<file path="src/sv/dvru_pkg.sv">
package dvru_pkg;

    // action codes carried on the input tuser
    localparam logic [1:0] ACT_LOAD     = 2'd0;
    localparam logic [1:0] ACT_NEIGH    = 2'd1;
    localparam logic [1:0] ACT_ANNOUNCE = 2'd2;

    // fixed field widths
    localparam int unsigned IDX_W  = 3;
    localparam int unsigned GATE_W = 5;
    localparam int unsigned ACT_W  = 2;

    typedef enum logic [4:0] {
        ST_IDLE    = 5'b00001,
        ST_RD_SRC  = 5'b00010,
        ST_RD_DST  = 5'b00100,
        ST_EMIT_RD = 5'b01000,
        ST_EMIT_WR = 5'b10000
    } t_state;

    // write request into the routing table
    typedef struct packed {
        logic                 en;
        logic [GATE_W-1:0]    hop;
    } t_wr_ctl;

endpackage

</file>
<file path="src/sv/dvru_table.sv">
module dvru_table #(
    parameter int NODES     = 8,
    parameter int COST_BITS = 16,
    localparam int IW       = $clog2(NODES)
) (
    input  logic                        i_clk,
    input  logic                        i_rst_n,
    input  dvru_pkg::t_wr_ctl           i_wr,
    input  logic [IW-1:0]               i_wr_addr,
    input  logic [COST_BITS-1:0]        i_wr_cost,
    input  logic [IW-1:0]               i_rd_addr,
    output logic [COST_BITS-1:0]        o_rd_cost,
    output logic [dvru_pkg::GATE_W-1:0] o_rd_hop
);

    logic [COST_BITS-1:0]        r_cost_mem [NODES];
    logic [dvru_pkg::GATE_W-1:0] r_hop_mem  [NODES];
    logic [NODES-1:0]            r_vld;
    logic [COST_BITS-1:0]        r_rd_cost;
    logic [dvru_pkg::GATE_W-1:0] r_rd_hop;
    logic                        r_rd_vld;

    always_ff @(posedge i_clk) begin
        if (i_wr.en) begin
            r_cost_mem[i_wr_addr] <= i_wr_cost;
            r_hop_mem[i_wr_addr]  <= i_wr.hop;
        end
        r_rd_cost <= r_cost_mem[i_rd_addr];
        r_rd_hop  <= r_hop_mem[i_rd_addr];
    end

    always_ff @(posedge i_clk) begin
        if (!i_rst_n) begin
            r_vld    <= '0;
            r_rd_vld <= 1'b0;
        end else begin
            if (i_wr.en) begin
                r_vld[i_wr_addr] <= 1'b1;
            end
            r_rd_vld <= r_vld[i_rd_addr];
        end
    end

    // an entry never written reads as unreachable with no gate
    assign o_rd_cost = r_rd_vld ? r_rd_cost : '1;
    assign o_rd_hop  = r_rd_vld ? r_rd_hop  : '1;

endmodule

</file>
<file path="src/sv/distance_vector_route_update_top.sv">
// Distance-vector routing table update.
// Input stream (s_axis): tuser holds the action (load entry, neighbour vector
// entry, announce); tdata holds source, dest, cost and gate; tlast marks the
// final entry of a neighbour vector. An item is taken on tvalid & tready.
// Output stream (m_axis): one transfer per destination 0..NODES-1 in order,
// tdata holds dest and cost (all ones = unreachable), tlast on the final one.
// Sequencing: a load is handled without leaving idle, and so is a neighbour
// entry whose advertised cost is unreachable. Any other neighbour entry goes
// through RD_SRC and RD_DST: read the link cost to the source, read the
// current cost to dest, then one shared saturating add and compare with
// write-back, all over the single read port of the table. Emitting a vector
// (announce, or last entry after a change) walks the table, EMIT_RD then
// EMIT_WR per result; a stalled result is held in the output register and
// the walk waits. s_axis_tready is high only while the sequencer is idle; a
// final result may still wait for its transfer while the next item is taken.
// Reset: synchronous, active low. All table entries read unreachable with no
// gate, the change flag clears and no output is pending; no clearing pass.
module distance_vector_route_update_top #(
    parameter int NODES     = 8,
    parameter int COST_BITS = 16,
    localparam int IN_W     = ((11 + COST_BITS + 7) / 8) * 8,
    localparam int OUT_W    = ((3 + COST_BITS + 7) / 8) * 8
) (
    input  logic                        i_clk,
    input  logic                        i_rst_n,
    input  logic                        s_axis_tvalid,
    output logic                        s_axis_tready,
    input  logic [IN_W-1:0]             s_axis_tdata,  // source, dest, cost, gate
    input  logic [dvru_pkg::ACT_W-1:0]  s_axis_tuser,  // action
    input  logic                        s_axis_tlast,  // last
    output logic                        m_axis_tvalid,
    input  logic                        m_axis_tready,
    output logic [OUT_W-1:0]            m_axis_tdata,  // dest_out, cost_out
    output logic                        m_axis_tlast   // last_out
);

    localparam int IW = $clog2(NODES);
    localparam int XW = IW + dvru_pkg::IDX_W;
    localparam int CB = COST_BITS;
    localparam int GW = dvru_pkg::GATE_W;

    dvru_pkg::t_state r_state, n_state;

    logic [2:0]      in_src, in_dst;
    logic [CB-1:0]   in_cost;
    logic [GW-1:0]   in_gate;
    logic [XW-1:0]   src_x, dst_x;
    logic            src_ok, dst_ok;
    logic            accept;

    logic [IW-1:0]   r_dst_idx, n_dst_idx;
    logic [CB-1:0]   r_cost, n_cost;
    logic            r_last, n_last;
    logic [CB-1:0]   r_link, n_link;
    logic [GW-1:0]   r_link_hop, n_link_hop;
    logic [IW-1:0]   r_k, n_k;
    logic            r_changed, n_changed;

    logic            r_out_valid, n_out_valid;
    logic [2:0]      r_out_dest, n_out_dest;
    logic [CB-1:0]   r_out_cost, n_out_cost;
    logic            r_out_last, n_out_last;

    dvru_pkg::t_wr_ctl wr;
    logic [IW-1:0]   wr_addr;
    logic [CB-1:0]   wr_cost;
    logic [IW-1:0]   rd_addr;
    logic [CB-1:0]   rd_cost;
    logic [GW-1:0]   rd_hop;

    logic [CB-1:0]   sum, cand;
    logic            better;
    logic [XW-1:0]   k_x;

    assign in_src  = s_axis_tdata[2:0];
    assign in_dst  = s_axis_tdata[5:3];
    assign in_cost = s_axis_tdata[6 +: CB];
    assign in_gate = s_axis_tdata[6 + CB +: GW];

    assign src_x  = XW'(in_src);
    assign dst_x  = XW'(in_dst);
    assign src_ok = src_x < XW'(NODES);
    assign dst_ok = dst_x < XW'(NODES);
    assign k_x    = XW'(r_k);

    assign s_axis_tready = (r_state == dvru_pkg::ST_IDLE);
    assign accept        = s_axis_tvalid && s_axis_tready;

    // shared saturating add and compare; r_cost >= 0, r_link may be unreachable
    assign sum    = r_cost + r_link;
    assign cand   = sum[CB-1] ? {1'b0, {(CB-1){1'b1}}} : sum;
    assign better = rd_cost[CB-1] || (rd_cost > cand);

    dvru_table #(
        .NODES     (NODES),
        .COST_BITS (COST_BITS)
    ) u_table (
        .i_clk     (i_clk),
        .i_rst_n   (i_rst_n),
        .i_wr      (wr),
        .i_wr_addr (wr_addr),
        .i_wr_cost (wr_cost),
        .i_rd_addr (rd_addr),
        .o_rd_cost (rd_cost),
        .o_rd_hop  (rd_hop)
    );

    always_comb begin
        n_state     = r_state;
        n_dst_idx   = r_dst_idx;
        n_cost      = r_cost;
        n_last      = r_last;
        n_link      = r_link;
        n_link_hop  = r_link_hop;
        n_k         = r_k;
        n_changed   = r_changed;
        n_out_valid = r_out_valid;
        n_out_dest  = r_out_dest;
        n_out_cost  = r_out_cost;
        n_out_last  = r_out_last;
        wr.en       = 1'b0;
        wr.hop      = in_gate;
        wr_addr     = dst_x[IW-1:0];
        wr_cost     = in_cost;
        rd_addr     = r_dst_idx;

        // drop the held result once it is transferred
        if (m_axis_tready) begin
            n_out_valid = 1'b0;
        end

        case (r_state)
            dvru_pkg::ST_IDLE: begin
                rd_addr = src_x[IW-1:0];
                if (accept) begin
                    n_dst_idx = dst_x[IW-1:0];
                    n_cost    = in_cost;
                    n_last    = s_axis_tlast;
                    n_k       = '0;
                    case (s_axis_tuser)
                        dvru_pkg::ACT_LOAD: begin
                            wr.en   = dst_ok;
                            wr_cost = in_cost[CB-1] ? '1 : in_cost;
                        end
                        dvru_pkg::ACT_NEIGH: begin
                            if (src_ok && dst_ok && !in_cost[CB-1]) begin
                                n_state = dvru_pkg::ST_RD_SRC;
                            end else if (s_axis_tlast && r_changed) begin
                                n_changed = 1'b0;
                                n_state   = dvru_pkg::ST_EMIT_RD;
                            end
                        end
                        dvru_pkg::ACT_ANNOUNCE: begin
                            n_state = dvru_pkg::ST_EMIT_RD;
                        end
                        default: begin
                        end
                    endcase
                end
            end
            dvru_pkg::ST_RD_SRC: begin
                n_link     = rd_cost;
                n_link_hop = rd_hop;
                rd_addr    = r_dst_idx;
                n_state    = dvru_pkg::ST_RD_DST;
            end
            dvru_pkg::ST_RD_DST: begin
                wr_addr = r_dst_idx;
                wr_cost = cand;
                wr.hop  = r_link_hop;
                // skip when nothing is reachable through the neighbour
                if (!r_link[CB-1] && better) begin
                    wr.en     = 1'b1;
                    n_changed = 1'b1;
                end
                if (r_last && n_changed) begin
                    n_changed = 1'b0;
                    n_state   = dvru_pkg::ST_EMIT_RD;
                end else begin
                    n_state   = dvru_pkg::ST_IDLE;
                end
            end
            dvru_pkg::ST_EMIT_RD: begin
                rd_addr = r_k;
                n_state = dvru_pkg::ST_EMIT_WR;
            end
            dvru_pkg::ST_EMIT_WR: begin
                rd_addr = r_k;
                if (!r_out_valid || m_axis_tready) begin
                    n_out_valid = 1'b1;
                    n_out_dest  = k_x[2:0];
                    n_out_cost  = rd_cost;
                    n_out_last  = (k_x == XW'(NODES - 1));
                    if (k_x == XW'(NODES - 1)) begin
                        n_state = dvru_pkg::ST_IDLE;
                    end else begin
                        n_k     = r_k + 1'b1;
                        n_state = dvru_pkg::ST_EMIT_RD;
                    end
                end
            end
            default: begin
                n_state = dvru_pkg::ST_IDLE;
            end
        endcase
    end

    always_ff @(posedge i_clk) begin
        if (!i_rst_n) begin
            r_state     <= dvru_pkg::ST_IDLE;
            r_changed   <= 1'b0;
            r_out_valid <= 1'b0;
            r_k         <= '0;
        end else begin
            r_state     <= n_state;
            r_changed   <= n_changed;
            r_out_valid <= n_out_valid;
            r_k         <= n_k;
        end
    end

    always_ff @(posedge i_clk) begin
        r_dst_idx  <= n_dst_idx;
        r_cost     <= n_cost;
        r_last     <= n_last;
        r_link     <= n_link;
        r_link_hop <= n_link_hop;
        r_out_dest <= n_out_dest;
        r_out_cost <= n_out_cost;
        r_out_last <= n_out_last;
    end

    assign m_axis_tvalid = r_out_valid;
    assign m_axis_tdata  = OUT_W'({r_out_cost, r_out_dest});
    assign m_axis_tlast  = r_out_last;

endmodule

</file>
<file path="config.mk">
export PLATFORM = sky130hd
export DESIGN_NAME = distance_vector_route_update_top
export DESIGN_NICKNAME = d
export VERILOG_FILES = /design/src/sv/dvru_pkg.sv /design/src/sv/dvru_table.sv /design/src/sv/distance_vector_route_update_top.sv
export SDC_FILE = /design/constraint.sdc
export NUM_CORES = 1
export LEC_CHECK = 0
export BUFFER_PORTS_ARGS = -buffer_cell sky130_fd_sc_hd__buf_2
export CAP_MARGIN = 40
export CORE_MARGIN = 2
export CORE_UTILIZATION = 60
export DETAILED_ROUTE_END_ITERATION = 8
export PLACE_DENSITY = 0.79
export SLEW_MARGIN = 20
export SYNTH_ARGS = -nofsm -noshare
export SYNTH_HDL_FRONTEND = slang
export SYNTH_SLANG_ARGS = --single-unit
</file>
<file path="constraint.sdc">
create_clock -name i_clk -period 6.5 [get_ports i_clk]
set_input_delay 0 -clock i_clk [delete_from_list [all_inputs] [get_ports i_clk]]
set_output_delay 0 -clock i_clk [all_outputs]
set_load 0.1 [all_outputs]
</file>
# Word-level counts from Yosys, hierarchy flattened
# Memories as Yosys holds them, arrays and structs flattened. A register that Yosys moved wholly into a read port is not among the register bits.
# Index checks and enable logic that the tools add are counted.
[op_classes]
bitwise = 1
n_mux = 41
eq_ne = 16
order_cmp = 6
n_addsub = 2
n_reduce_logical = 21
[ops]
columns = ["cell", "count"]
rows = [
  ["$mux W16", 4],
  ["$pmux W16 S2", 1],
  ["$pmux W5 S5", 1],
  ["$mux W5", 4],
  ["$mux W1", 17],
  ["$add A16 B16 Y16", 1],
  ["$gt A16 B15 Y1", 1],
  ["$lt A3 B4 Y1 const B", 4],
  ["$mux W15", 1],
  ["$mux W3", 4],
  ["$pmux W3 S2", 2],
  ["$pmux W5 S2", 1],
  ["$mux W4", 2],
  ["$or A8 B8 Y8", 1],
  ["$reduce_and A4 Y1", 2],
  ["$logic_and A1 B1 Y1", 7],
  ["$ne A2 B1 Y1 const B", 3],
  ["$ne A2 B2 Y1 const B", 3],
  ["$eq A5 B1 Y1 const B", 1],
  ["$eq A5 B2 Y1 const B", 1],
  ["$eq A5 B3 Y1 const B", 1],
  ["$eq A5 B4 Y1 const B", 1],
  ["$eq A5 B5 Y1 const B", 1],
  ["$reduce_and A5 Y1", 1],
  ["16 further kinds", 22],
]
[totals]
input_bits = 39
memories = 1
mem_bits_rw = 128
reg_bits = 75
output_inout_bits = 27
[mem_list]
columns = ["name", "words", "word_bits", "read_ports", "rd_ports_with_merged_regs", "wr", "line", "source"]
rows = [
  ["u_table.r_cost_mem", 8, 16, 1, 1, 1, "dvru_table.sv:16", "logic [COST_BITS-1:0] r_cost_mem [NODES];"],
]

# Longest topological paths before layout
# Gate-level depths: netlist (run 1).
[depth]
depth_word = 10
depth_mapped = 17

# Hierarchy
# Synthesis (run 1) repeated with hierarchy kept, for this count alone.
[unflattened]
hier_cells = 678
hier_area_um2 = 11432.2
[modules_own_cells]
columns = ["module", "instances", "cells_per_inst", "area_each_um2", "seq_area_each_um2"]
rows = [
  ["dvru_table", 1, 326, 7360.8, 5645.4],
  ["distance_vector_route_update_top", 1, 352, 4071.4, 2031.9],
]

# Worst setup path before layout (run 1)
# No wires, ideal clock.
[synth_path]
kind = "register to register"
from = "register r_cost[2]"
to = "memory u_table.r_cost_mem[6][0], enable pin"
stages_incl_launch_ff = 16
setup_ps = 388
path_slack_ps = 1693
arrival_ps = 4418
required_time_ps = 6112
n_path_buf = 2
period_less_slack_ps = 4807
path_cell_list = "edfxtp_1 ha_1 o211ai_1 o21a_1 a211o_1 a21o_1 nor2_1 clkbuf_1 nor2_1 ha_1 nand2_1 or4_1 o21ai_0 clkbuf_1 a31oi_1 nor2_1"
[synth_via]
elab_chain_cells = 9
[synth_lines]
columns = ["element", "line", "source"]
rows = [
  ["from (decl)", "distance_vector_route_update_top.sv:52", "logic [CB-1:0] r_cost, n_cost;"],
  ["from (signal assigned)", "distance_vector_route_update_top.sv:224", "r_cost <= n_cost;"],
  ["$add A16 B16 Y16", "distance_vector_route_update_top.sv:90", "assign sum = r_cost + r_link;"],
  ["$mux W15", "distance_vector_route_update_top.sv:91", "assign cand = sum[CB-1] ? {1'b0, {(CB-1){1'b1}}} : sum;"],
  ["$gt A16 B15 Y1", "distance_vector_route_update_top.sv:92", "assign better = rd_cost[CB-1] || (rd_cost > cand);"],
  ["$logic_or A1 B1 Y1", "distance_vector_route_update_top.sv:92", ""],
  ["$logic_and A1 B1 Y1", "distance_vector_route_update_top.sv:172", "if (!r_link[CB-1] && better) begin"],
  ["$mux W1", "distance_vector_route_update_top.sv:172", ""],
  ["$pmux W1 S2", "distance_vector_route_update_top.sv:132", "case (r_state)"],
  ["$mux W1", "n/a", ""],
  ["$mux W1 (implied by the code)", "dvru_table.sv:25", "r_cost_mem[i_wr_addr] <= i_wr_cost;"],
  ["to (decl)", "dvru_table.sv:16", ""],
]
# Every way passes these cells.

# Worst setup path after layout (run 1)
[layout_path]
from = "register r_cost[5]"
to = "memory u_table.r_cost_mem[5][2], enable pin"
# The elaborated chain is that of the path after synthesis.

==> results of run 1 <==
-- where the power goes --
part	leakage, nW	switching (W)	total (W)	internal, W
sequential	2.03	0.0000196	0.00159	0.00157
combinational	1.67	0.000197	0.000360	0.000163
clock	0.355	0.000508	0.00123	0.000725
-- metrics by stage --
step / util / hold slack (ps) / instance area, um2 / power [W] / instances
after floorplan: - / 98.9 / 9640 / 0.00187 / 629
after global placement: 0.639 / 202 / 10100 / 0.00193 / 879
after detailed placement: 0.644 / 200 / 10100 / 0.00196 / 883
after CTS: 0.706 / 214 / 11100 / 0.00319 / 949
after global routing: 0.706 / 238 / 11100 / 0.00327 / 950
final: 0.706 / 231 / 11100 / 0.00318 / 950
-- flip-flops by register name, summed over array words and instances (netlist names), 5 cells and up --
register / count
r_cost: 16
r_link: 16
r_out_cost: 16
r_state: 5
u_table.r_cost_mem: 128
u_table.r_rd_cost: 16
u_table.r_vld: 8
-- layout by cell type (no fill, tap or decap), types with 13 or more instances in the layout --
master	n
ha_1	32
nand3_1	14
nor2_1	35
nand2b_1	26
o22a_1	15
a21oi_1	25
mux2_2	17
mux4_1	23
dfxtp_1	35
nor3_1	13
edfxtp_1	184
buf_2	50
clkbuf_16	22
buf_4	13
nand2_1	26
a31oi_1	13
o21ai_0	22
dlygate4sd3_1	27
-- final cells by class --
class	instances	area, um2	share of cell area
Timing Repair Buffer	93	676	0.0607
Tap cell	216	270	0.0243
Inverter	10	42.5	0.00382
Clock inverter	12	119	0.0107
Sequential cell	219	6230	0.559
Multi-Input combinational cell	373	3210	0.288
Clock buffer	27	589	0.0529
-- synth_stat cells (3+ instances only) --
| cell type | n |
|---|---|
| a31oi_1 | 13 |
| a311oi_1 | 3 |
| mux4_1 | 23 |
| and3_1 | 4 |
| nor3_1 | 13 |
| nor2_1 | 36 |
| buf_4 | 5 |
| a21boi_0 | 11 |
| a211oi_1 | 4 |
| xnor2_1 | 7 |
| o21ai_0 | 22 |
| a21oi_1 | 25 |
| o22a_1 | 15 |
| nand3_1 | 14 |
| mux2_2 | 17 |
| ha_1 | 32 |
| mux4_2 | 11 |
| nand2_1 | 26 |
| a21o_1 | 6 |
| nor2b_1 | 5 |
| nand2b_1 | 26 |
| clkbuf_1 | 17 |
| mux2i_1 | 3 |
| dfxtp_1 | 35 |
| o211ai_1 | 4 |
| and2_1 | 5 |
| edfxtp_1 | 184 |
| o221a_2 | 3 |
| xor2_1 | 6 |
| a221o_1 | 3 |
| inv_1 | 9 |
-- final timing paths --
check / endpoint / slack, ps / cells after the start
worst max-delay path: u_table.r_cost_mem[5][2]$_DFFE_PP_ / 1400 / 15
worst min-delay path: r_cost[9]$_DFFE_PP_ / 230 / 2
worst max register to register: u_table.r_cost_mem[5][2]$_DFFE_PP_ / 1400 / 15
worst min register to register: r_k[1]$_SDFFE_PN0P_ / 520 / 2
-- cells by family (layout without fill, tap and decap cells) --
| family | after synthesis | in the layout | synth area share |
|---|---|---|---|
| buffers and inverters | 37 | 142 | 0.0222 |
| AO/OA/AOI/OAI | 120 | 120 | 0.0841 |
| other | 1 | 5 | 0.000390 |
| XOR/XNOR | 13 | 13 | 0.0118 |
| AND/OR/NAND/NOR | 148 | 148 | 0.0795 |
| multiplexers | 54 | 54 | 0.112 |
| flip-flops | 219 | 219 | 0.647 |
| adder cells (fa/ha/maj) | 33 | 33 | 0.0437 |
-- per-layer routing --
metal | wire length [um] | part of all wire | global-route usage | up-vias
li1 | - | - | - | 2654
met3 | 1570 | 0.073 | 0.0371 | 70
met5 | 0 | 0 | 0 | -
met1 | 8550 | 0.40 | 0.338 | 2962
met2 | 10800 | 0.50 | 0.439 | 343
met4 | 756 | 0.035 | 0.103 | 0
==> impl_metrics.py, run 1 <==
metrics = {
    "sta": {
        "maxSlewViolCount": 0,
        "fin_crit_sh": 0.784,
        "tns_ps": 0,
        "hold_viol": 0,
        "tightest_slew_ps": 949,
        "setup-violations-final": 0,
        "setup_slack_ps": 1400,
        "period_needed_ps": 5100,
        "fmax_mhz": 196,
        "fin_worst_skew_ps": 27.6,
        "relSlewSlack": 0.349,
        "rsz0062_at_grt": "no",
    },
    "layout": {
        "diodes": 0,
        "nets": 791,
        "final_layout_size_suffix_gt1_frac": 0.196,
        "n_fill_cell": 988,
        "syn_to_final_growth_pct": 15.7,
    },
    "logic_synthesis": {
        "synth-edff-count": 184,
        "syn_area_per_cell_um2": 15.4,
        "synth_area_leaders": "edfxtp_1 (57%), dfxtp_1 (7.3%), mux4_1 (6.3%)",
        "synth-seq-cells": 219,
        "syn-cell-area_um2": 9630,
        "synth_cell_types": 59,
        "ys_seq_area_frac": 0.647,
        "syn_inst": 625,
        "ys.flop_type": "edfxtp_1",
        "yosysTopAreaCell": "edfxtp_1",
        "ys_warn_count": 0,
        "synth.top_cell.area_share": 0.574,
        "synthArstFlopShare": 0,
    },
    "global_route": {
        "grt_max_degree": 35,
        "grt_pass1_wl_um": 32500,
        "grtUsageTotal": 0.258,
        "antenna_found_initial": 0,
        "grt-ovfl-total": 0,
        "grt_pass1_vias": 5979,
    },
    "drt": {
        "vias": 6029,
        "wirelength_um": 21600,
        "drc": 0,
        "drtIter0Drc": 521,
        "wl_per_cell_um": 22.8,
        "viasPerCell": 6.35,
        "drt_pass1_iterations": 7,
        "drtAntennaViolNets": 0,
    },
    "hold_path": {
        "min_path_type": "in -> reg",
        "hold_start": "s_axis_tdata[15]",
    },
    "clock_tree": {
        "cts_hold_buf": 27,
        "cts_tree": "done",
        "clock_latency_ps": 510,
        "cts_buffers": 22,
        "clk_path_buf_depth": 3,
        "clkTransAtPathRegs_ps": 60,
        "postCtsSetupRepairBufs": 0,
        "cts_sinks": 219,
        "cts.repair.resized": 0,
        "ctsHtreeMaxLevel": 1,
        "clock-root-buffer": "clkbuf_16",
    },
    "worst_setup_path": {
        "rr_startpoint": "r_cost[5]$_DFFE_PP_",
        "slowest_stage": "or4_1",
        "crit_arrival_ps": 5330,
        "cp_data_required_time_ps": 6730,
        "crit_path_max_incr_delay_ps": 560,
        "crit_top_cell": "nor2_1",
        "path_buf_inv": 1,
        "path_max_fanout": 13,
        "crit_type": "reg -> reg",
        "cp-start-kind": "register",
        "crit_start": "r_cost[5]$_DFFE_PP_",
        "crit_family": "simple AND/OR/NAND/NOR gates",
        "endpoint_kind": "register",
        "path_cells": "ha_1 > o21a_1 > o211ai_1 > a211o_1 > a21o_1 > nor2_1 > nor2_1 > ha_1 > nand2_1 > or4_1 > nor4_1 > nor2_1 > a31oi_1 > nor2_1 > buf_4",
    },
    "die": {
        "die_h_um": 131,
        "placementRows": 46,
        "die_x_um": 131,
        "core_um2": 15800,
        "io_pins": 66,
        "start_util": 0.610,
        "dieArea_um2": 17100,
    },
    "power_and_ir_drop": {
        "powerDensity_nw_per_um2": 286,
        "peakVddDrop_uv": 191,
        "p_leak_nw": 4.06,
    },
    "placement": {
        "dpl.hpwl_um": 13500,
        "place_ws_ps": 1160,
        "io_buffers": 50,
        "gp_congestion": 0.894,
    },
    "job": {
        "cap_violations": 0,
    },
    "status": {
        "status": "finished clean",
    },
}
Power figures use the tool's default switching activity.
==> run 2: changes to the inputs <==
- clock period: 6.5 -> 5.1 ns (I/O delays scaled with it)
==> impl_metrics.py, run 2 (synthesis results as in run 1) <==
metrics = {
    "power_and_ir_drop": {
        "peakVddDrop_uv": 214,
        "powerDensity_nw_per_um2": 350,
        "seqPwrFrac": 0.523,
        "intPower_w": 0.00297,
        "p_total_w": 0.00387,
        "p_comb_frac": 0.118,
        "power.net_switching_w": 0.000896,
        "p_leak_nw": 4.01,
        "swShare": 0.232,
        "p_clk_frac": 0.360,
    },
    "drt": {
        "drt_pass1_iterations": 5,
        "drc": 0,
        "drtAntennaViolNets": 0,
        "viasPerCell": 6.18,
        "vias": 5872,
        "wl_per_cell_um": 21.5,
        "wirelength_um": 20400,
        "drtIter0Drc": 453,
    },
    "sta": {
        "rsz0062_at_grt": "no",
        "fin_crit_sh": 0.928,
        "relSlewSlack": 0.414,
        "hold_viol": 0,
        "tns_ps": 0,
        "tightest_slew_ps": 876,
        "fin_worst_skew_ps": 14.7,
        "setup-violations-final": 0,
        "fmax_mhz": 211,
        "maxSlewViolCount": 0,
        "period_needed_ps": 4740,
    },
    "layout": {
        "layout_commonest_cell": "edfxtp_1",
        "regMostFlops": "u_table.r_cost_mem",
        "nets": 793,
        "final_layout_size_suffix_gt1_frac": 0.191,
        "final_cell_area_um2": 11000,
        "mostFrequentLayoutCells": "edfxtp_1 (184), buf_2 (51), nor2_1 (35), dfxtp_1 (35), ha_1 (32)",
        "syn_to_final_growth_pct": 14.8,
        "diodes": 0,
        "largest_reg_flops": 128,
    },
    "placement": {
        "place_area_um2": 10200,
        "io_buffers": 50,
        "gp_congestion": 0.877,
        "dpl.hpwl_um": 13000,
    },
    "job": {
        "cap_violations": 0,
    },
    "status": {
        "status": "finished clean",
    },
    "global_route": {
        "use_met1": 0.337,
        "grtUsageTotal": 0.244,
        "grt-ovfl-total": 0,
        "grt-busiest-layer": "met2",
        "grt_pass1_vias": 5778,
        "grt_max_degree": 35,
        "grt_pass1_wl_um": 31200,
        "use_met3": 0.0375,
        "antenna_found_initial": 0,
        "met2_usage": 0.407,
    },
    "worst_setup_path": {
        "path_max_fanout": 10,
        "cp-start-kind": "register",
        "crit_type": "reg -> reg",
        "rr_worst_depth": 15,
        "cp_data_required_time_ps": 5540,
        "rr_startpoint": "r_cost[3]$_DFFE_PP_",
        "rr_endpoint": "r_changed$_SDFFE_PN0P_",
        "crit_arrival_ps": 5170,
        "endpoint_kind": "register",
        "r2r_setup_slack_ps": 360,
    },
    "die": {
        "io_pins": 66,
        "start_util": 0.610,
        "die_h_um": 131,
        "core_um2": 15800,
        "die_x_um": 131,
        "placementRows": 46,
        "dieArea_um2": 17100,
    },
    "clock_tree": {
        "cts_buffers": 21,
        "cts_sinks": 219,
        "postCtsSetupRepairBufs": 0,
        "clkTransAtPathRegs_ps": 70,
        "ctsHtreeMaxLevel": 1,
        "clk_path_buf_depth": 3,
        "cts_tree": "done",
        "clock_latency_ps": 490,
        "clock-root-buffer": "clkbuf_16",
    },
    "hold_path": {
        "min_path_type": "in -> reg",
        "min_to": "r_dst_idx[0]$_DFFE_PP_",
        "hold_start": "s_axis_tdata[3]",
        "min_path_cells": 2,
    },
}
==> run 2: what timing repair did <==
| item | CTS | global route |
|---|---|---|
| hold buffers | 27 | 0 |
| endpoints found under the setup margin | 0 | 128 |
| endpoints found under the hold margin | 37 | 0 |
| gates resized for setup | 0 | 1 |
==> run 2: final cells by class <==
class	count	area, um2
clock buffers	30	559
repair buffers	96	692
multi-input cells	373	3220
flip-flops and latches	219	6230
inverters	10	42.5
fillers	994	4720
clock inverters	6	40.0
well taps	216	270
==> run 2: worst max path at each step <==
stage | startpoint | endpoint | cells past startpoint
floorplan | r_cost[2]$_DFFE_PP_ | u_table.r_cost_mem[6][0]$_DFFE_PP_ | 15
global placement | r_link[2]$_DFFE_PP_ | u_table.r_cost_mem[2][11]$_DFFE_PP_ | 15
detailed placement | r_cost[3]$_DFFE_PP_ | u_table.r_cost_mem[6][11]$_DFFE_PP_ | 15
CTS | r_cost[3]$_DFFE_PP_ | u_table.r_cost_mem[6][3]$_DFFE_PP_ | 15
global route | r_cost[3]$_DFFE_PP_ | r_changed$_SDFFE_PN0P_ | 15
finish | r_cost[3]$_DFFE_PP_ | r_changed$_SDFFE_PN0P_ | 15
==> run 2: critical path, stage by stage (launching register included) <==
cell and delay, ps:
edfxtp_1 380, ha_1 380, o211ai_1 140, o21a_1 230
a211o_1 350, and2_1 180, a311oi_1 440, nor2_1 90
ha_1 290, nand2_1 80, or4_1 550, o21ai_0 420
buf_4 260, a31oi_1 90, a311oi_1 250, dlygate4sd3_1 570
==> run 2: layer usage <==
| metal | routed length [um] | share of wire |
|---|---|---|
| met5 | 0 | 0 |
| met4 | 445 | 0.022 |
| met3 | 1220 | 0.060 |
| met2 | 10200 | 0.50 |
| met1 | 8630 | 0.42 |
==> run 2: power by group through the flow <==
| stage | combinational [W] | sequential [W] | clock, W |
|---|---|---|---|
| floorplan | 0.000340 | 0.00205 | 0 |
| global placement | 0.000402 | 0.00206 | 0 |
| detailed placement | 0.000431 | 0.00206 | 0 |
| CTS | 0.000452 | 0.00202 | 0.00141 |
| global route | 0.000489 | 0.00203 | 0.00148 |
| finish | 0.000455 | 0.00202 | 0.00139 |
==> run 2: stage by stage <==
stage | worst slack [ps] | utilization | std cells | hold slack [ps]
floorplan | 293 | - | 629 | 98.9
detailed placement | 314 | 0.645 | 886 | 201
global route | 61.8 | 0.700 | 950 | 237
finish | 365 | 0.700 | 950 | 245
global placement | 469 | 0.640 | 881 | 202
CTS | 289 | 0.700 | 949 | 234
